`src/design/ssb_pkg.sv`:
```
// Shared types and constants of the sprite scale, tint and blend block.
`timescale 1ns / 1ps
`default_nettype none
package ssb_pkg;

  typedef struct packed {
    logic [8:0]  sprite_width;
    logic [8:0]  sprite_height;
    logic [8:0]  sprites_per_row;
    logic [12:0] sheet_width;
    logic [9:0]  target_width;
    logic [9:0]  target_height;
    logic [31:0] tint_color;
    logic [15:0] line_stride;
  } cfg_t;

  localparam cfg_t CFG_RESET = '{
    sprite_width:    9'd16,
    sprite_height:   9'd16,
    sprites_per_row: 9'd1,
    sheet_width:     13'd16,
    target_width:    10'd16,
    target_height:   10'd16,
    tint_color:      32'hFFFF_FFFF,
    line_stride:     16'd4096
  };

  localparam logic [2:0] REG_SPRITE_WIDTH    = 3'd0;
  localparam logic [2:0] REG_SPRITE_HEIGHT   = 3'd1;
  localparam logic [2:0] REG_SPRITES_PER_ROW = 3'd2;
  localparam logic [2:0] REG_SHEET_WIDTH     = 3'd3;
  localparam logic [2:0] REG_TARGET_WIDTH    = 3'd4;
  localparam logic [2:0] REG_TARGET_HEIGHT   = 3'd5;
  localparam logic [2:0] REG_TINT_COLOR      = 3'd6;
  localparam logic [2:0] REG_LINE_STRIDE     = 3'd7;

  localparam logic KIND_LOAD = 1'b0;
  localparam logic KIND_DRAW = 1'b1;

  localparam int unsigned DIV_NUM_W = 19;
  localparam int unsigned DIV_DEN_W = 10;
  localparam int unsigned MID_DEPTH = 32;
  localparam int unsigned OUT_DEPTH = 4;

endpackage
`default_nettype wire

```
`src/design/ssb_div.sv`:
```
// Pipelined restoring divider that resolves one quotient bit per stage.
`timescale 1ns / 1ps
`default_nettype none
module ssb_div #(
  parameter int unsigned NumW = 19,
  parameter int unsigned DenW = 10
) (
  input  wire logic            clk_i,
  input  wire logic [NumW-1:0] num_i,
  input  wire logic [DenW-1:0] den_i,
  output logic      [NumW-1:0] quo_o,
  output logic      [DenW-1:0] rem_o
);
  logic [NumW-1:0] num_q [NumW];
  logic [DenW-1:0] rem_q [NumW];

  for (genvar s = 0; s < NumW; s++) begin : g_stage
    logic [NumW-1:0] pn;
    logic [DenW-1:0] pr;
    logic [DenW:0]   trial;
    logic [DenW:0]   diff;
    logic            ge;

    if (s == 0) begin : g_first
      assign pn = num_i;
      assign pr = '0;
    end else begin : g_next
      assign pn = num_q[s-1];
      assign pr = rem_q[s-1];
    end

    assign trial = {pr, pn[NumW-1]};
    assign ge    = (trial >= {1'b0, den_i});
    assign diff  = trial - {1'b0, den_i};

    always_ff @(posedge clk_i) begin
      num_q[s] <= {pn[NumW-2:0], ge};
      rem_q[s] <= ge ? diff[DenW-1:0] : trial[DenW-1:0];
    end
  end

  assign quo_o = num_q[NumW-1];
  assign rem_o = rem_q[NumW-1];

endmodule
`default_nettype wire

```
`src/design/ssb_front.sv`:
```
// Front part: accepts transactions, divides and computes sheet and frame addresses.
`timescale 1ns / 1ps
`default_nettype none
module ssb_front #(
  parameter int unsigned AddrW = 16
) (
  input  wire logic              clk_i,
  input  wire logic              rst_ni,
  input  wire ssb_pkg::cfg_t     cfg_i,
  input  wire logic              push_i,
  output logic                   full_o,
  input  wire logic              kind_i,
  input  wire logic [15:0]       load_address_i,
  input  wire logic [31:0]       load_texel_i,
  input  wire logic [15:0]       sprite_index_i,
  input  wire logic [9:0]        pos_x_i,
  input  wire logic [9:0]        pos_y_i,
  input  wire logic [11:0]       origin_x_i,
  input  wire logic [11:0]       origin_y_i,
  input  wire logic [31:0]       dest_pixel_i,
  input  wire logic              mid_pop_i,
  output logic                   mid_push_o,
  output logic                   mid_kind_o,
  output logic      [AddrW-1:0]  mid_addr_o,
  output logic      [31:0]       mid_data_o,
  output logic      [31:0]       mid_daddr_o
);
  import ssb_pkg::*;

  localparam int unsigned N    = DIV_NUM_W;
  localparam int unsigned OccW = $clog2(MID_DEPTH + 1);
  localparam int unsigned VwW  = AddrW + 13;

  logic [OccW-1:0] occ_q, occ_d;
  logic            accept;

  logic             f0_valid_q, f0_kind_q;
  logic [AddrW-1:0] f0_addr_q;
  logic [31:0]      f0_data_q;
  logic [12:0]      f0_xsum_q, f0_ysum_q;
  logic [N-1:0]     f0_index_q, f0_prodx_q, f0_prody_q;

  logic             sd_valid_q [N];
  logic             sd_kind_q  [N];
  logic [AddrW-1:0] sd_addr_q  [N];
  logic [31:0]      sd_data_q  [N];
  logic [12:0]      sd_xsum_q  [N];
  logic [12:0]      sd_ysum_q  [N];

  logic [DIV_DEN_W-1:0] per_row;
  logic [N-1:0]         quo_idx, quo_x, quo_y;
  logic [DIV_DEN_W-1:0] rem_idx;
  logic [N-1:0]         sx, sy;
  logic [20:0]          u_full;
  logic [28:0]          v_full;
  logic [31:0]          daddr;

  logic             e1_valid_q, e1_kind_q;
  logic [AddrW-1:0] e1_addr_q, e1_u_q, e1_v_q;
  logic [31:0]      e1_data_q, e1_daddr_q;
  logic [VwW-1:0]   vw;
  logic [AddrW-1:0] taddr;

  assign full_o = (occ_q == OccW'(MID_DEPTH));
  assign accept = push_i && !full_o;

  always_comb begin
    occ_d = occ_q;
    if (accept && !mid_pop_i) begin
      occ_d = occ_q + 1'b1;
    end else if (mid_pop_i && !accept) begin
      occ_d = occ_q - 1'b1;
    end
  end

  always_ff @(posedge clk_i or negedge rst_ni) begin
    if (!rst_ni) begin
      occ_q      <= '0;
      f0_valid_q <= 1'b0;
      e1_valid_q <= 1'b0;
      mid_push_o <= 1'b0;
      for (int i = 0; i < N; i++) begin
        sd_valid_q[i] <= 1'b0;
      end
    end else begin
      occ_q         <= occ_d;
      f0_valid_q    <= accept;
      sd_valid_q[0] <= f0_valid_q;
      for (int i = 1; i < N; i++) begin
        sd_valid_q[i] <= sd_valid_q[i-1];
      end
      e1_valid_q <= sd_valid_q[N-1];
      mid_push_o <= e1_valid_q;
    end
  end

  always_ff @(posedge clk_i) begin
    f0_kind_q  <= kind_i;
    f0_addr_q  <= AddrW'(load_address_i);
    f0_data_q  <= (kind_i == KIND_DRAW) ? dest_pixel_i : load_texel_i;
    f0_xsum_q  <= 13'(origin_x_i) + 13'(pos_x_i);
    f0_ysum_q  <= 13'(origin_y_i) + 13'(pos_y_i);
    f0_index_q <= N'(sprite_index_i);
    f0_prodx_q <= N'(pos_x_i) * N'(cfg_i.sprite_width);
    f0_prody_q <= N'(pos_y_i) * N'(cfg_i.sprite_height);

    sd_kind_q[0] <= f0_kind_q;
    sd_addr_q[0] <= f0_addr_q;
    sd_data_q[0] <= f0_data_q;
    sd_xsum_q[0] <= f0_xsum_q;
    sd_ysum_q[0] <= f0_ysum_q;
    for (int i = 1; i < N; i++) begin
      sd_kind_q[i] <= sd_kind_q[i-1];
      sd_addr_q[i] <= sd_addr_q[i-1];
      sd_data_q[i] <= sd_data_q[i-1];
      sd_xsum_q[i] <= sd_xsum_q[i-1];
      sd_ysum_q[i] <= sd_ysum_q[i-1];
    end
  end

  assign per_row = (cfg_i.sprites_per_row == '0) ? DIV_DEN_W'(1)
                                                 : DIV_DEN_W'(cfg_i.sprites_per_row);

  ssb_div #(.NumW(N), .DenW(DIV_DEN_W)) u_div_idx (
    .clk_i (clk_i),
    .num_i (f0_index_q),
    .den_i (per_row),
    .quo_o (quo_idx),
    .rem_o (rem_idx)
  );

  ssb_div #(.NumW(N), .DenW(DIV_DEN_W)) u_div_x (
    .clk_i (clk_i),
    .num_i (f0_prodx_q),
    .den_i (cfg_i.target_width),
    .quo_o (quo_x),
    .rem_o ()
  );

  ssb_div #(.NumW(N), .DenW(DIV_DEN_W)) u_div_y (
    .clk_i (clk_i),
    .num_i (f0_prody_q),
    .den_i (cfg_i.target_height),
    .quo_o (quo_y),
    .rem_o ()
  );

  assign sx     = (cfg_i.target_width == '0) ? '0 : quo_x;
  assign sy     = (cfg_i.target_height == '0) ? '0 : quo_y;
  assign u_full = 21'(rem_idx[8:0]) * 21'(cfg_i.sprite_width) + 21'(sx);
  assign v_full = 29'(quo_idx[15:0]) * 29'(cfg_i.sprite_height) + 29'(sy);
  assign daddr  = 32'(sd_ysum_q[N-1]) * 32'(cfg_i.line_stride)
                + {17'd0, sd_xsum_q[N-1], 2'b00};

  always_ff @(posedge clk_i) begin
    e1_kind_q  <= sd_kind_q[N-1];
    e1_addr_q  <= sd_addr_q[N-1];
    e1_data_q  <= sd_data_q[N-1];
    e1_u_q     <= u_full[AddrW-1:0];
    e1_v_q     <= v_full[AddrW-1:0];
    e1_daddr_q <= daddr;
  end

  assign vw    = VwW'(e1_v_q) * VwW'(cfg_i.sheet_width);
  assign taddr = e1_u_q + vw[AddrW-1:0];

  always_ff @(posedge clk_i) begin
    mid_kind_o  <= e1_kind_q;
    mid_addr_o  <= (e1_kind_q == KIND_DRAW) ? taddr : e1_addr_q;
    mid_data_o  <= e1_data_q;
    mid_daddr_o <= e1_daddr_q;
  end

  a_occ_bound : assert property (@(posedge clk_i) disable iff (!rst_ni)
    occ_q <= OccW'(MID_DEPTH)) else $error("Front occupancy exceeds the queue depth.");

endmodule
`default_nettype wire

```
`config.mk`:
```
export PLATFORM = sky130hd
export DESIGN_NAME = ssb_front
export DESIGN_NICKNAME = d
export VERILOG_FILES = /design/src/design/ssb_pkg.sv /design/src/design/ssb_div.sv /design/src/design/ssb_front.sv
export SDC_FILE = /design/constraint.sdc
export NUM_CORES = 2
export LEC_CHECK = 0
export ABC_AREA = 1
export BUFFER_PORTS_ARGS = -buffer_cell sky130_fd_sc_hd__buf_2
export CAP_MARGIN = 10
export CELL_PAD_IN_SITES_DETAIL_PLACEMENT = 1
export CELL_PAD_IN_SITES_GLOBAL_PLACEMENT = 2
export CORE_MARGIN = 2
export CORE_UTILIZATION = 44
export CTS_CLUSTER_DIAMETER = 150
export DETAILED_ROUTE_END_ITERATION = 12
export PLACE_DENSITY_LB_ADDON = 0.1
export SETUP_SLACK_MARGIN = 0.2
export SYNTH_ARGS = -nofsm -noshare
export SYNTH_HDL_FRONTEND = slang
export SYNTH_SLANG_ARGS = --single-unit
```
`constraint.sdc`:
```
create_clock -name clk_i -period 12.8 [get_ports clk_i]
set_input_delay 0.64 -clock clk_i [delete_from_list [all_inputs] [get_ports clk_i]]
set_output_delay 0.64 -clock clk_i [all_outputs]
set_load 0.005 [all_outputs]
```
==> flow_metrics.py <==
metrics = {
    "clock_tree": {
        "cts-root-buf": "clkbuf_16",
        "post_cts_buffers": 0,
        "clk_path_buf_depth": 4,
        "clock_sinks": 3239,
        "clock_latency_ps": 910,
        "postCtsResizedCells": 0,
        "numCtsBuffers": 324,
        "clk_pin_slew_ps": 70,
        "holdBufCountCts": 104,
        "h-tree-depth": 5,
        "cts_tree": "done",
    },
    "final_layout": {
        "final_common_cell": "dfxtp_1",
        "nets": 13400,
        "final_cell_mix": "3,211 x dfxtp_1, 1,901 x nand2_1, 1,469 x inv_1, 838 x ha_1, 609 x a21oi_1",
        "fin_area_um2": 136000,
        "area_growth_pct": 14.7,
        "drive_gt1_frac": 0.0895,
    },
    "logic_synthesis": {
        "ys_types": 78,
        "ys_ff_latch": 3239,
        "synthDominantCellAreaShare": 0.543,
        "synthXorXnorAreaFrac": 0.0359,
        "synth_edf_count": 0,
        "synth_compound_area_frac": 0.0722,
        "ys_seq_area_frac": 0.549,
        "synth.avg_cell_area_um2": 10.5,
        "netlist_top_cells_area": "dfxtp_1 54%, fa_1 9.6%, ha_1 8.9%",
        "synth_area_leader_cell": "dfxtp_1",
        "syn_inst": 11200,
        "yosysWarnings": 0,
        "ys.flop_type": "dfxtp_1",
        "synth-adder-area-share": 0.184,
        "synth_top_family_by_area": "adder cells",
        "synthesis.area_um2": 118000,
        "async_flop_share": 0.00864,
        "synthMuxAreaShare": 0.00305,
        "yosys.area_share.simple": 0.0986,
    },
    "floorplan": {
        "die_y_um": 523,
        "die_x_um": 523,
        "die_area_um2": 273000,
        "initial_core_util": 0.442,
        "core_um2": 268000,
        "placementRows": 190,
        "io_pins": 336,
    },
    "place": {
        "post_dp_cell_area_um2": 123000,
        "port_buffers": 301,
        "globalplace.congestion": 0.842,
        "dpl.hpwl_mm": 191,
    },
    "sta": {
        "finalSetupTns_ps": 0,
        "period_needed_ps": 6290,
        "tightest_slew_ps": 1180,
        "hold_viol": 0,
        "slew_violations": 0,
        "timing.final.crit_share": 0.491,
        "fmax_mhz": 159,
        "rsz0062_at_grt": "false",
        "setup_violations": 0,
        "skew_ps": 82.9,
        "slew_headroom": 0.208,
    },
    "worst_setup_path": {
        "arrival_ps": 7070,
        "critPathMostFrequentCell": "fa_1",
        "max_stage_delay_ps": 820,
        "timing.rr.start": "sd_ysum_q[18][12]",
        "crit_chain": "nand2_1, fa_1, fa_1, inv_1, fa_1, fa_1, fa_1, inv_1, fa_1, inv_1, ha_1, nand2_1, nor2_1, inv_1, o21ai_1, nand3b_1, o211ai_1, nand2_1, nand2_1",
        "critical_path_required_ps": 13580,
        "path_buf_inv": 4,
        "cp_max_fo": 16,
        "critical_path.slowest_cell": "dfxtp_1",
        "cpLargestDelayFamily": "adder cells",
        "crit_start": "sd_ysum_q[18][12]",
        "crit_type": "reg2reg",
        "critPathCaptureType": "register",
        "startpoint_type": "register",
    },
    "global_routing": {
        "antenna_found_initial": 23,
        "grt.total_usage": 0.204,
        "grt_remaining_overflow": 0,
        "grt_max_degree": 34,
        "grt_first_pass_wirelength_mm": 445,
        "grt_pass1_vias": 82600,
    },
    "routing": {
        "drt-initial-drc-count": 2456,
        "avgRoutedWirePerCell_um": 17.7,
        "vias_per_cell": 4.74,
        "drcViolationCount": 0,
        "dr.pass1.iters": 5,
        "drt_wl_total_mm": 276,
        "via_count": 74000,
        "ant_nets": 0,
    },
    "status": {
        "status": "finished, final reports clean",
    },
    "job": {
        "maxCapViolations": 0,
    },
    "worst_hold_path": {
        "hold_start": "origin_x_i[10]",
        "hp-class": "in2reg",
    },
}
==> path summary, 6_finish.rpt <==
check | to | slack, ps | cells after the start
worst max-delay path | e1_daddr_q[29] | 6510 | 19
worst min-delay path | f0_xsum_q[12] | 90 | 3
worst max register to register | e1_daddr_q[29] | 6510 | 19
worst min register to register | sd_ysum_q[14][4] | 290 | 0
max in group asynchronous | sd_valid_q[9] | 12110 | 2
min in group asynchronous | mid_push_o | 280 | 2
==> Yosys cell counts, types with 11 or more instances <==
library cell	count
o21bai_1	50
ha_1	838
mux2_2	32
fa_1	565
nand4_1	85
dfrtp_1	28
nand2_2	13
o21ai_2	74
buf_1	16
nand3_1	199
o31ai_1	35
nor2_1	505
nand2_1	1901
o21ai_0	541
o2111ai_1	12
xor2_1	302
a21oi_2	11
a21oi_1	609
xnor2_1	183
clkbuf_1	124
inv_1	1473
buf_6	18
a21o_1	42
dfxtp_1	3211
a211oi_1	39
buf_2	66
nor3_1	80
a31oi_1	11
or2_2	15
nand3b_1	15
o21ai_1	24
==> final cells by class <==
class,count,area [um2]
diodes,14,35.0
clock inverters,153,2010
multi-input cells,6278,46600
inverters,1484,5570
repair buffers,451,2910
well taps,3552,4440
flip-flops and latches,3239,65000
fillers,28800,132000
clock buffers,439,9150
==> layer usage <==
metal	up-vias	wire, um	GRT usage
li1	36700	-	-
met1	36000	118000	0.247
met2	860	142000	0.376
met3	446	7460	0.0237
met4	2	8010	0.0622
met5	-	13	0
==> state kept, by name (all words and copies together), names as in the netlist, 180 cells and up <==
register / cells
u_div_idx.num_q: 304
sd_xsum_q: 247
u_div_idx.rem_q: 189
u_div_y.rem_q: 180
u_div_y.num_q: 307
sd_data_q: 608
sd_addr_q: 304
sd_ysum_q: 247
u_div_x.rem_q: 180
u_div_x.num_q: 307
==> stage by stage <==
stage	std cells	utilization	hold WS [ps]	setup WS (ps)
after floorplan	11200	-	310	7240
after global placement	14900	0.461	310	6600
after detailed placement	14900	0.461	313	6540
after CTS	15600	0.507	10.8	6490
after global routing	15600	0.507	58.3	6210
final	15600	0.507	89.6	6510
==> cell families (layout without fill, tap and decap cells) <==
kind of cell	after synthesis	count (layout)
DFF	3239	3239
adders and majority gates	1403	1403
other	1	16
buffers and inverters	1716	2527
xor gates and xnor gates	485	485
muxes	32	32
and+or+nand+nor	2856	2856
AOI/OAI and AO/OA	1500	1500
==> worst min-delay path, delay by kind of cell <==
kind | cells | cell delay, ps
buf+inv | 2 | 190
simple gates | 1 | 60
Power is left out: the tool's default activity adds up to more than one toggle a clock period on the data nets, which glitch-free logic cannot reach.
