File: src/design/ssb_fifo.sv
// Small register-based first-in first-out queue.
`timescale 1ns / 1ps
`default_nettype none
module ssb_fifo #(
  parameter int unsigned Width = 8,
  parameter int unsigned Depth = 4
) (
  input  wire logic             clk_i,
  input  wire logic             rst_ni,
  input  wire logic             push_i,
  input  wire logic [Width-1:0] data_i,
  input  wire logic             pop_i,
  output logic      [Width-1:0] data_o,
  output logic                  empty_o,
  output logic                  full_o
);
  localparam int unsigned PtrW = (Depth > 1) ? $clog2(Depth) : 1;
  localparam int unsigned CntW = $clog2(Depth + 1);

  logic [Width-1:0] mem_q [Depth];
  logic [PtrW-1:0]  wr_ptr_q, wr_ptr_d, rd_ptr_q, rd_ptr_d;
  logic [CntW-1:0]  cnt_q, cnt_d;
  logic             do_push, do_pop;

  assign empty_o = (cnt_q == '0);
  assign full_o  = (cnt_q == CntW'(Depth));
  assign do_push = push_i && !full_o;
  assign do_pop  = pop_i && !empty_o;
  assign data_o  = mem_q[rd_ptr_q];

  always_comb begin
    wr_ptr_d = wr_ptr_q;
    rd_ptr_d = rd_ptr_q;
    cnt_d    = cnt_q;
    if (do_push) begin
      wr_ptr_d = (wr_ptr_q == PtrW'(Depth - 1)) ? '0 : wr_ptr_q + 1'b1;
    end
    if (do_pop) begin
      rd_ptr_d = (rd_ptr_q == PtrW'(Depth - 1)) ? '0 : rd_ptr_q + 1'b1;
    end
    if (do_push && !do_pop) begin
      cnt_d = cnt_q + 1'b1;
    end else if (do_pop && !do_push) begin
      cnt_d = cnt_q - 1'b1;
    end
  end

  always_ff @(posedge clk_i or negedge rst_ni) begin
    if (!rst_ni) begin
      wr_ptr_q <= '0;
      rd_ptr_q <= '0;
      cnt_q    <= '0;
    end else begin
      wr_ptr_q <= wr_ptr_d;
      rd_ptr_q <= rd_ptr_d;
      cnt_q    <= cnt_d;
    end
  end

  always_ff @(posedge clk_i) begin
    if (do_push) begin
      mem_q[wr_ptr_q] <= data_i;
    end
  end

  a_no_overflow : assert property (@(posedge clk_i) disable iff (!rst_ni)
    push_i |-> !full_o) else $error("Queue written while full.");
  a_no_underflow : assert property (@(posedge clk_i) disable iff (!rst_ni)
    pop_i |-> !empty_o) else $error("Queue read while empty.");

endmodule
`default_nettype wire

File: config.mk
export PLATFORM = sky130hd
export DESIGN_NAME = ssb_fifo
export DESIGN_NICKNAME = d
export VERILOG_FILES = /design/src/design/ssb_fifo.sv
export SDC_FILE = /design/constraint.sdc
export NUM_CORES = 1
export LEC_CHECK = 0
export BUFFER_PORTS_ARGS = -buffer_cell sky130_fd_sc_hd__buf_2
export CAP_MARGIN = 20
export CORE_ASPECT_RATIO = 0.9
export CORE_MARGIN = 2
export CORE_UTILIZATION = 30
export CTS_CLUSTER_SIZE = 25
export DETAILED_ROUTE_END_ITERATION = 10
export GPL_TIMING_DRIVEN = 0
export HOLD_SLACK_MARGIN = 0.15
export PLACE_DENSITY = 0.54
export SYNTH_ARGS = -nofsm -noshare
export SYNTH_HDL_FRONTEND = slang
export SYNTH_SLANG_ARGS = --single-unit
File: constraint.sdc
create_clock -name clk_i -period 2.4 [get_ports clk_i]
set_input_delay 0.12 -clock clk_i [delete_from_list [all_inputs] [get_ports clk_i]]
set_output_delay 0.12 -clock clk_i [all_outputs]
set_load 0.02 [all_outputs]
==> impl_metrics.csv, run 1 <==
group,metric,value,unit
sta,max_slew.worst_pin.slew,0.537,ns
clock_tree,cts_buffer_depth,2,
placement,port_buffers,21,
critical_path,crit_path_end_kind,"register",
die,die-area,6010,um2
yosys,post_synth_edffs,32,
power_and_ir_drop,peakVddDrop,0.000563,V
global_routing,antenna_found_initial,0,
sta,setup-violations-final,0,
yosys,synth_seq_cells,39,
critical_path,timing.critical_path.buf_inv,1,
clock_tree,cts-root-buf,"clkbuf_8",
yosys,top_count_cell_post_synth,"edfxtp_1",
yosys,syn-instance-count,79,
global_routing,grt_start_max_net_pins,13,
routing,antenna_left,0,
power_and_ir_drop,power.switching_fraction,32.8,%
die,io_pins,22,
clock_tree,cts-htree-levels,2,
sta,finalClockSkew,0.00949,ns
yosys,synth-adder-area-share,5.87,%
yosys,yosys.area_share.xor_xnor,1.62,%
yosys,synth_seq_area_share,70.1,%
status,status,"finished, final reports clean",
power_and_ir_drop,leakagePower,0.744,nW
finish,layout-drive-gt1-share,42.7,%
power_and_ir_drop,power.internal,1.54,mW
yosys,synthFlopType,"edfxtp_1",
yosys,post_synth_and_or_nand_nor_area_fraction,5.41,%
finish,layout-area-overhead-vs-synth,22.5,%
critical_path,largest_fanout_of_any_net_on_the_critical_path,4,
yosys,synth_compound_area_share,0,%
finish,stdcell_area,1980,um2
finish,n_antenna_cell,0,
sta,hold_viol_final,0,
critical_path,slowest_stage,"dfrtp_1",
clock_tree,post_cts_resized,0,
hold_path,worst_hold_path_type,"in2async",
critical_path,required,2.60,ns
placement,finalWeightedCongestion,0.640,
yosys,syn_avg_cell_area,20.5,um2
die,chipHeight,73.7,um
sta,holdWs,0.192,ns
power_and_ir_drop,power_density_of_the_placed_cells,1160,nW/um2
critical_path,timing.critical_path.arrival,2.28,ns
routing,drt-total-wl,2.50,mm
sta,final.min_clock_period,2.08,ns
critical_path,cp_slowest_stage_delay,0.45,ns
yosys,library_cell_occupying_the_most_area_in_the_post_synthesis_netlist,"edfxtp_1",
die,core.rowCount,25,
yosys,synth.mux.area_fraction,15.1,%
power_and_ir_drop,share_of_total_power_in_combinational_logic,38.3,%
yosys,yosysWarnings,0,
yosys,ys_top_cells_by_count,"edfxtp_1, mux4_2, dfrtp_1",
routing,remaining_drc_errors,0,
placement,dp.final_hpwl,1.72,mm
finish,layoutNonFillerInstCount,184,
yosys,syn-cell-area,1620,um2
clock_tree,cts_buffers,5,
sta,final_period_util,86.7,%
placement,placement.cell_area,1810,um2
die,initial_core_util,31.0,%
critical_path,cp_cell_sequence,"nor3_1, nand2b_4, ha_1, inv_1, fa_1, xor2_1, nor2_1, xor2_1",
routing,routedWlPerCell,13.6,um
global_routing,grt_util_all_layers,9.38,%
critical_path,critical-path-top-delay-family,"simple AND/OR/NAND/NOR gates",
critical_path,critPathMostFrequentCell,"xor2_1",
sta,slew_viol_final,0,
clock_tree,tritoncts,"done",
sta,achievable-frequency,481,MHz
sta,unrepaired_setup_endpoints_after_global_routing,"no",
routing,dr_total_vias,784,
yosys,ys_top_cells_by_area,"edfxtp_1, mux4_2, dfrtp_1",
die,placeable_core_area,5220,um2
critical_path,kind_of_critical_path,"reg2reg",
critical_path,worst_setup_path_start_kind,"register",
clock_tree,cts_hold_buf,9,
global_routing,global_route_overflow,0,
routing,first_iter_violations,21,
routing,drt-vias-per-instance,4.26,
yosys,synth_cell_types,19,
power_and_ir_drop,total_power_of_the_final_layout,2.29,mW
clock_tree,cts_setup_buffers,0,
power_and_ir_drop,power_frac_clock,17.8,%
placement,dp_cell_count,167,
clock_tree,clk_latency,0.28,ns
finish,final_net_count,135,
power_and_ir_drop,seq_power_share,43.9,%
power_and_ir_drop,power.switching,0.753,mW
die,die_w,81.5,um
routing,drt-pass1-iter-count,4,
sta,fin_setup_tns,0,ns
sta,normalized_max_slew_margin,64.2,%
yosys,synth_top_area_share,59.3,%
yosys,largest_family_of_logic_cells_by_synthesized_area,"multiplexers",
clock_tree,clk_pin_slew,0.07,ns
global_routing,first_global_vias,858,
finish,final.fill_count,489,
flow_run,timing.max_cap.violations,0,
yosys,syn_nets,98,
yosys,async_reset_ff_share,17.9,%
global_routing,grt_first_pass_wirelength,3.98,mm
clock_tree,tritoncts_num_sinks,39,
-- cells by family after synthesis --
logic type	Yosys count
fa+ha+maj	7
buf+inv	6
flops	39
simple gates	11
xor+xnor	3
mux	13
-- layout make-up --
cell class / count / area, um2 / share of cell area (%)
inverters: 3 / 11.3 / 0.567
plain buffers: 3 / 20.0 / 1.01
multi-input cells: 34 / 453 / 22.8
clock buffers: 6 / 72.6 / 3.66
flip-flops and latches: 39 / 1140 / 57.3
clock inverters: 2 / 12.5 / 0.631
repair buffers: 30 / 195 / 9.84
well taps: 67 / 83.8 / 4.22
-- state kept, by name (all words and copies together), names as in the netlist --
register,flops
mem_q,32
cnt_q,3
rd_ptr_q,2
wr_ptr_q,2
-- power groups by stage --
| stage | Combinational [mW] | Clock, mW | Sequential (mW) |
|---|---|---|---|
| 3_3_place_gp | 0.873 | 0 | 1.01 |
| 2_1_floorplan | 0.668 | 0 | 1.00 |
| 3_5_place_dp | 0.893 | 0 | 1.02 |
| 4_1_cts | 0.911 | 0.420 | 1.01 |
| 6_report | 0.879 | 0.407 | 1.01 |
| 5_1_grt | 0.982 | 0.452 | 1.03 |
-- cells in the final DEF (no fill, tap or decap), drive strengths merged --
cell type    instances
dfrtp                7
and2                 4
nand2b               1
nor2b                1
nor3                 1
nor3b                1
fa                   1
xor2                 2
inv                  3
mux4                 8
ha                   6
mux2                 5
clkinv               1
buf                 24
clkinvlp             1
clkbuf               6
xnor2                1
dlygate4sd3          9
nor2                 3
edfxtp              32
-- per-layer routing --
layer | up-vias | GRT usage [%] | part of all wire [%]
li1 | 373 | - | -
met1 | 391 | 11.4 | 44
met2 | 18 | 15.4 | 50
met3 | 2 | 3.32 | 5.3
met4 | 0 | 3.39 | 0.44
met5 | - | 0 | 0
-- worst paths after layout --
path,start,slack (ns),endpoint,cells past startpoint
setup / recovery,cnt_q[1],0.32,cnt_q[2],8
hold / removal,rst_ni,0.19,cnt_q[0],2
setup reg to reg,cnt_q[1],0.32,cnt_q[2],8
hold reg to reg,cnt_q[2],0.50,cnt_q[2],1
max in group asynchronous,rst_ni,2.06,rd_ptr_q[0],2
min in group clk_i,pop_i,0.20,rd_ptr_q[0],3
-- metrics by stage --
stage               util (%)  setup WS (ns)
CTS                     38.0          0.295
finish                  38.0          0.319
global route            38.0          0.144
global placement        34.6          0.364
floorplan                  -         0.0873
detailed placement      34.6          0.337
Power figures use the tool's default switching activity.
==> run 2, diff against run 1 <==
--- a/config.mk
+++ b/config.mk
@@ -9,12 +9,12 @@
 export CAP_MARGIN = 20
 export CORE_ASPECT_RATIO = 0.9
 export CORE_MARGIN = 2
-export CORE_UTILIZATION = 30
+export CORE_UTILIZATION = 55
 export CTS_CLUSTER_SIZE = 25
 export DETAILED_ROUTE_END_ITERATION = 10
 export GPL_TIMING_DRIVEN = 0
 export HOLD_SLACK_MARGIN = 0.15
-export PLACE_DENSITY = 0.54
+export PLACE_DENSITY = 0.84
 export SYNTH_ARGS = -nofsm -noshare
 export SYNTH_HDL_FRONTEND = slang
 export SYNTH_SLANG_ARGS = --single-unit
==> impl_metrics.csv, run 2 (same netlist as run 1, synthesis figures left out) <==
group,metric,value,unit
status,status,"finished, final reports clean",
placement,port_buffers,21,
hold_path,worst_hold_path_type,"in2reg",
sta,final_period_util,84.7,%
flow_run,timing.max_cap.violations,0,
power_and_ir_drop,power.switching,0.755,mW
routing,drt-total-wl,2.55,mm
power_and_ir_drop,power_frac_clock,19.1,%
finish,max_ffs_per_register,32,
die,core.rowCount,18,
clock_tree,tritoncts,"done",
clock_tree,clk_latency,0.34,ns
clock_tree,clk_pin_slew,0.10,ns
sta,normalized_max_slew_margin,63.8,%
hold_path,sink_of_the_worst_hold_path,"wr_ptr_q[1]",
finish,reg.largest.list,"mem_q: 32 flops, cnt_q: 3 flops",
clock_tree,tritoncts_num_sinks,39,
die,chipHeight,55.5,um
global_routing,grt_util_all_layers,17.6,%
die,initial_core_util,58.5,%
power_and_ir_drop,power.switching_fraction,32.2,%
clock_tree,cts_buffers,5,
die,io_pins,22,
power_and_ir_drop,seq_power_share,43.2,%
global_routing,global_route_overflow,0,
sta,hold_viol_final,0,
placement,placement.cell_area,1780,um2
placement,dp_cell_count,140,
critical_path,timing.critical_path.arrival,2.30,ns
critical_path,kind_of_critical_path,"reg2reg",
routing,drt-vias-per-instance,5.14,
placement,finalWeightedCongestion,0.676,
die,die-area,3400,um2
sta,unrepaired_setup_endpoints_after_global_routing,"no",
finish,register_bank_with_the_most_flops,"mem_q",
finish,final_core_utilization,71.2,%
sta,max_slew.worst_pin.slew,0.543,ns
routing,drt-pass1-iter-count,4,
clock_tree,cts-htree-levels,2,
die,placeable_core_area,2770,um2
power_and_ir_drop,peakVddDrop,0.000758,V
hold_path,hold_path_depth,4,
finish,leading_cell_type_in_the_layout_fill_and_taps_excluded,"edfxtp_1",
critical_path,crit_path_end_kind,"register",
critical_path,timing.rr.end,"cnt_q[2]",
finish,final_net_count,137,
critical_path,timing.reg2reg.worst_path_depth,8,
power_and_ir_drop,power.internal,1.59,mW
finish,multi_input_comb_area,453,um2
clock_tree,cts-root-buf,"clkbuf_4",
finish,regArea,1140,um2
finish,final.fill_count,188,
die,die_w,61.2,um
power_and_ir_drop,total_power_of_the_final_layout,2.34,mW
clock_tree,cts_hold_buf,11,
clock_tree,cts_buffer_depth,2,
finish,stdcell_area,1970,um2
finish,layout-area-overhead-vs-synth,21.7,%
global_routing,antenna_found_initial,0,
critical_path,worst_setup_path_start_kind,"register",
global_routing,grt_start_max_net_pins,13,
routing,remaining_drc_errors,0,
placement,place_worst_setup_slack,0.418,ns
sta,final.min_clock_period,2.03,ns
global_routing,first_global_vias,904,
sta,fin_ws,0.368,ns
power_and_ir_drop,power_density_of_the_placed_cells,1190,nW/um2
power_and_ir_drop,share_of_total_power_in_combinational_logic,37.7,%
sta,fin_setup_tns,0,ns
finish,layoutNonFillerInstCount,159,
routing,dr_total_vias,817,
clock_tree,post_cts_resized,0,
power_and_ir_drop,leakagePower,0.759,nW
critical_path,reg2reg_setup_slack,0.37,ns
clock_tree,cts_setup_buffers,0,
routing,antenna_left,0,
sta,finalClockSkew,0.00568,ns
finish,n_antenna_cell,0,
critical_path,regToRegStartpoint,"cnt_q[1]",
sta,setup-violations-final,0,
critical_path,largest_fanout_of_any_net_on_the_critical_path,4,
routing,first_iter_violations,20,
sta,slew_viol_final,0,
hold_path,hold_path_startpoint,"push_i",
finish,layout_common_cells,"edfxtp_1, buf_2, dlygate4sd3_1, mux4_2, dfrtp_1",
sta,holdWs,0.312,ns
placement,dp.final_hpwl,1.67,mm
sta,achievable-frequency,492,MHz
routing,routedWlPerCell,16.1,um
global_routing,grt_first_pass_wirelength,4.11,mm
finish,layout-drive-gt1-share,42.9,%
critical_path,required,2.67,ns
==> run 2: changes by cell type in the layout (fill, tap and decap cells not counted) <==
| cell | change |
|---|---|
| clkinvlp_4 | -1 |
| clkbuf_1 | -1 |
| bufinv_16 | +1 |
| dlygate4sd3_1 | +2 |
| clkbuf_4 | +5 |
| clkbuf_8 | -4 |
==> run 2: final cells by class <==
class / count / share of cell area [%]
Inverter: 3 / 0.571
Clock inverter: 2 / 1.78
Tap cell: 40 / 2.54
Sequential cell: 39 / 57.6
Clock buffer: 6 / 2.60
Buffer: 3 / 1.02
Multi-Input combinational cell: 34 / 23.0
Timing Repair Buffer: 32 / 10.9
==> run 2: power groups by stage <==
stage	clock network (mW)	logic (mW)	registers (mW)
6_report	0.447	0.884	1.01
5_1_grt	0.483	0.968	1.03
4_1_cts	0.455	0.903	1.01
3_5_place_dp	0	0.888	1.03
3_3_place_gp	0	0.846	1.01
2_1_floorplan	0	0.668	1.00
==> run 2: routing by layer <==
layer / GRT usage [%] / part of all wire [%] / routed length [um]
met2: 29.0 / 55 / 1410
met3: 7.03 / 4.6 / 118
met4: 7.14 / 1.6 / 42
met1: 19.6 / 39 / 984
met5: 0 / 0 / 0
==> run 2: how the worst max path moves through the flow <==
stage / from / to / depth (start not counted)
after global placement: cnt_q[0] / cnt_q[2] / 8
after global routing: cnt_q[0] / cnt_q[2] / 8
after CTS: cnt_q[1] / cnt_q[2] / 8
after detailed placement: cnt_q[1] / cnt_q[1] / 7
final: cnt_q[1] / cnt_q[2] / 8
after floorplan: cnt_q[0] / cnt_q[2] / 8
==> run 2: worst max-delay path, stage by stage, from the launching register on <==
cell,delay (ns)
dfrtp_1,0.47
nor3_1,0.28
nand2b_4,0.20
ha_1,0.18
inv_1,0.06
fa_1,0.37
xor2_1,0.15
nor2_1,0.11
xor2_1,0.16
==> run 3, diff against run 2 <==
--- a/config.mk
+++ b/config.mk
@@ -5,11 +5,12 @@
 export SDC_FILE = /design/constraint.sdc
 export NUM_CORES = 1
 export LEC_CHECK = 0
+export ABC_AREA = 1
 export BUFFER_PORTS_ARGS = -buffer_cell sky130_fd_sc_hd__buf_2
 export CAP_MARGIN = 20
 export CORE_ASPECT_RATIO = 0.9
 export CORE_MARGIN = 2
-export CORE_UTILIZATION = 55
+export CORE_UTILIZATION = 56
 export CTS_CLUSTER_SIZE = 25
 export DETAILED_ROUTE_END_ITERATION = 10
 export GPL_TIMING_DRIVEN = 0
==> constraint.sdc (replaced) <==
create_clock -name clk_i -period 1.9 [get_ports clk_i]
set_input_delay 0.095 -clock clk_i [delete_from_list [all_inputs] [get_ports clk_i]]
set_output_delay 0.095 -clock clk_i [all_outputs]
set_load 0.02 [all_outputs]
==> impl_metrics.csv, run 3 <==
group,metric,value,unit
global_routing,global_route_overflow,0,
yosys,post_synth_and_or_nand_nor_area_fraction,12.1,%
finish,final_core_utilization,71.5,%
routing,top_layer_used,"met4",
yosys,top_count_cell_post_synth,"nand2_1",
critical_path,largest_fanout_of_any_net_on_the_critical_path,4,
critical_path,worst_setup_path_start_kind,"register",
yosys,synth_cell_types,16,
critical_path,timing.reg2reg.worst_path_depth,10,
hold_path,hold_path_depth,2,
hold_path,hold_path_startpoint,"data_i[2]",
clock_tree,cts-htree-levels,2,
routing,wl_met1,1.29,mm
finish,layout-drive-gt1-share,22.3,%
clock_tree,clk_pin_slew,0.12,ns
power_and_ir_drop,peakVddDrop,0.000953,V
yosys,synth.mux.area_fraction,0,%
yosys,syn_nets,173,
sta,achievable-frequency,568,MHz
yosys,syn_avg_cell_area,11.4,um2
die,placeable_core_area,3020,um2
routing,drt-pass1-iter-count,4,
die,chipHeight,57.2,um
sta,final.min_clock_period,1.76,ns
die,die-area,3610,um2
sta,hold_viol_final,0,
routing,met2_length,1.74,mm
finish,final_net_count,215,
critical_path,crit_path_end_kind,"register",
finish,max_ffs_per_register,32,
global_routing,grt_util_all_layers,19.6,%
die,core.rowCount,19,
routing,drt-total-wl,3.21,mm
yosys,yosys.area_share.xor_xnor,0.498,%
critical_path,critical-path-top-delay-family,"adder cells",
yosys,ys_top_cells_by_area,"edfxtp_1, dfrtp_1, nand2_1",
clock_tree,cts-root-buf,"clkbuf_4",
critical_path,timing.critical_path.buf_inv,2,
critical_path,slowest_stage,"dfrtp_1",
finish,layout-area-overhead-vs-synth,22.8,%
routing,drt-vias-per-instance,4.90,
finish,n_antenna_cell,0,
hold_path,worst_hold_path_type,"in2reg",
power_and_ir_drop,leakagePower,0.969,nW
die,io_pins,22,
critical_path,timing.rr.end,"cnt_q[2]",
yosys,synth_seq_cells,39,
routing,antenna_left,0,
finish,stdcell_area,2160,um2
status,status,"finished, final reports clean",
placement,dp.final_hpwl,2.16,mm
flow_run,timing.max_cap.violations,0,
yosys,largest_family_of_logic_cells_by_synthesized_area,"simple AND/OR/NAND/NOR gates",
clock_tree,cts_buffers,5,
power_and_ir_drop,power_density_of_the_placed_cells,1500,nW/um2
yosys,synth_top_area_share,54.6,%
yosys,syn-instance-count,154,
sta,slew_viol_final,0,
yosys,synth-adder-area-share,5.41,%
sta,max_slew.worst_pin.slew,0.804,ns
finish,layout_common_cells,"nand2_1, edfxtp_1, inv_1, buf_2, o211ai_1",
global_routing,grt_start_max_net_pins,14,
critical_path,regToRegStartpoint,"cnt_q[2]",
routing,route.met3.wl,129,um
placement,finalWeightedCongestion,0.699,
clock_tree,tritoncts_num_sinks,39,
die,die_w,63.1,um
routing,routedWlPerCell,13.4,um
yosys,post_synth_edffs,32,
clock_tree,clk_latency,0.34,ns
clock_tree,cts_buffer_depth,2,
finish,leading_cell_type_in_the_layout_fill_and_taps_excluded,"nand2_1",
sta,final_period_util,92.7,%
routing,remaining_drc_errors,0,
yosys,ys_top_cells_by_count,"nand2_1, edfxtp_1, inv_1",
routing,dr_total_vias,1172,
sta,holdWs,0.489,ns
yosys,synth_compound_area_share,7.40,%
sta,normalized_max_slew_margin,46.2,%
yosys,yosysWarnings,0,
critical_path,critPathMostFrequentCell,"nand2_1",
critical_path,required,2.14,ns
sta,setup-violations-final,0,
sta,finalClockSkew,0.0112,ns
finish,reg.largest.list,"mem_q: 32 flops, cnt_q: 3 flops",
global_routing,first_global_vias,1208,
yosys,synth_seq_area_share,64.6,%
critical_path,timing.critical_path.arrival,2.00,ns
yosys,async_reset_ff_share,17.9,%
finish,register_bank_with_the_most_flops,"mem_q",
die,initial_core_util,58.3,%
yosys,library_cell_occupying_the_most_area_in_the_post_synthesis_netlist,"edfxtp_1",
yosys,synthFlopType,"edfxtp_1",
global_routing,antenna_found_initial,0,
yosys,syn-cell-area,1760,um2
hold_path,sink_of_the_worst_hold_path,"mem_q[0][2]",
critical_path,kind_of_critical_path,"reg2reg",
critical_path,reg2reg_setup_slack,0.14,ns
clock_tree,tritoncts,"done",
critical_path,cp_slowest_stage_delay,0.44,ns
global_routing,grt_first_pass_wirelength,5.26,mm
critical_path,cp_cell_sequence,"inv_1, nand3_2, nand2_2, ha_1, inv_1, fa_1, nand2_1, nand3_1, nand2_1, nand2_1",
placement,port_buffers,21,
routing,first_iter_violations,32,
placement,placement.cell_area,1920,um2
[run 3: worst reg2reg max path, stage by stage, from the launching register on]
cell	delay, ns
dfrtp_1	0.44
inv_1	0.11
nand3_2	0.12
nand2_2	0.10
ha_1	0.17
inv_1	0.06
fa_1	0.37
nand2_1	0.10
nand3_1	0.07
nand2_1	0.07
nand2_1	0.05
[run 3: kinds of logic after synthesis]
family / count (synthesis)
simple gates: 53
fa+ha+maj: 7
compound gates: 17
buf+inv: 37
flops: 39
xor+xnor: 1
[run 3: final cells by class]
type	instances	area [um2]
Inverter	32	120
Tap cell	42	52.6
Buffer	5	56.3
Multi-Input combinational cell	78	472
Fill cell	230	860
Clock inverter	3	43.8
Clock buffer	5	37.5
Timing Repair Buffer	35	240
Sequential cell	39	1140
[run 3: worst max-delay path by stage]
stage	cells past startpoint	endpoint	from	slack, ns
4_1_cts	9	cnt_q[1]	cnt_q[0]	0.07
2_1_floorplan	9	cnt_q[1]	cnt_q[0]	0.21
5_1_grt	10	cnt_q[2]	cnt_q[2]	-0.02
3_3_place_gp	9	cnt_q[1]	cnt_q[0]	0.09
6_report	10	cnt_q[2]	cnt_q[2]	0.14
3_5_place_dp	9	cnt_q[1]	cnt_q[0]	0.02
[run 3: what timing repair did]
action | 4_1_cts | 5_1_grt
endpoints found under the hold margin | 43 | 0
hold buffers | 12 | 0
setup endpoints to repair | 1 | 2
resized for setup | 2 | 5
setup buffers | 0 | 2
gates cloned | 0 | 0
pin swaps | 1 | 0
[run 3: where the power goes]
group	leakage (nW)	switching, mW	total, mW	internal [mW]
clock network	0.0452	0.273	0.550	0.277
registers	0.377	0.104	1.26	1.15
logic	0.546	0.896	1.44	0.545
[run 3: routing by layer]
metal | vias up | global-route usage, %
li1 | 594 | -
met1 | 552 | 22.6
met2 | 21 | 36.6
met3 | 5 | 4.73
met4 | 0 | 5.71
met5 | - | 0
[run 3: metrics by stage]
step	TNS [ns]	worst slack [ns]	total power, mW	cells
2_1_floorplan	0	0.207	2.24	154
3_3_place_gp	0	0.0929	2.56	217
3_5_place_dp	0	0.0167	2.63	217
4_1_cts	0	0.0659	3.20	237
6_report	0	0.139	3.25	239
5_1_grt	-0.0206	-0.0206	3.49	239
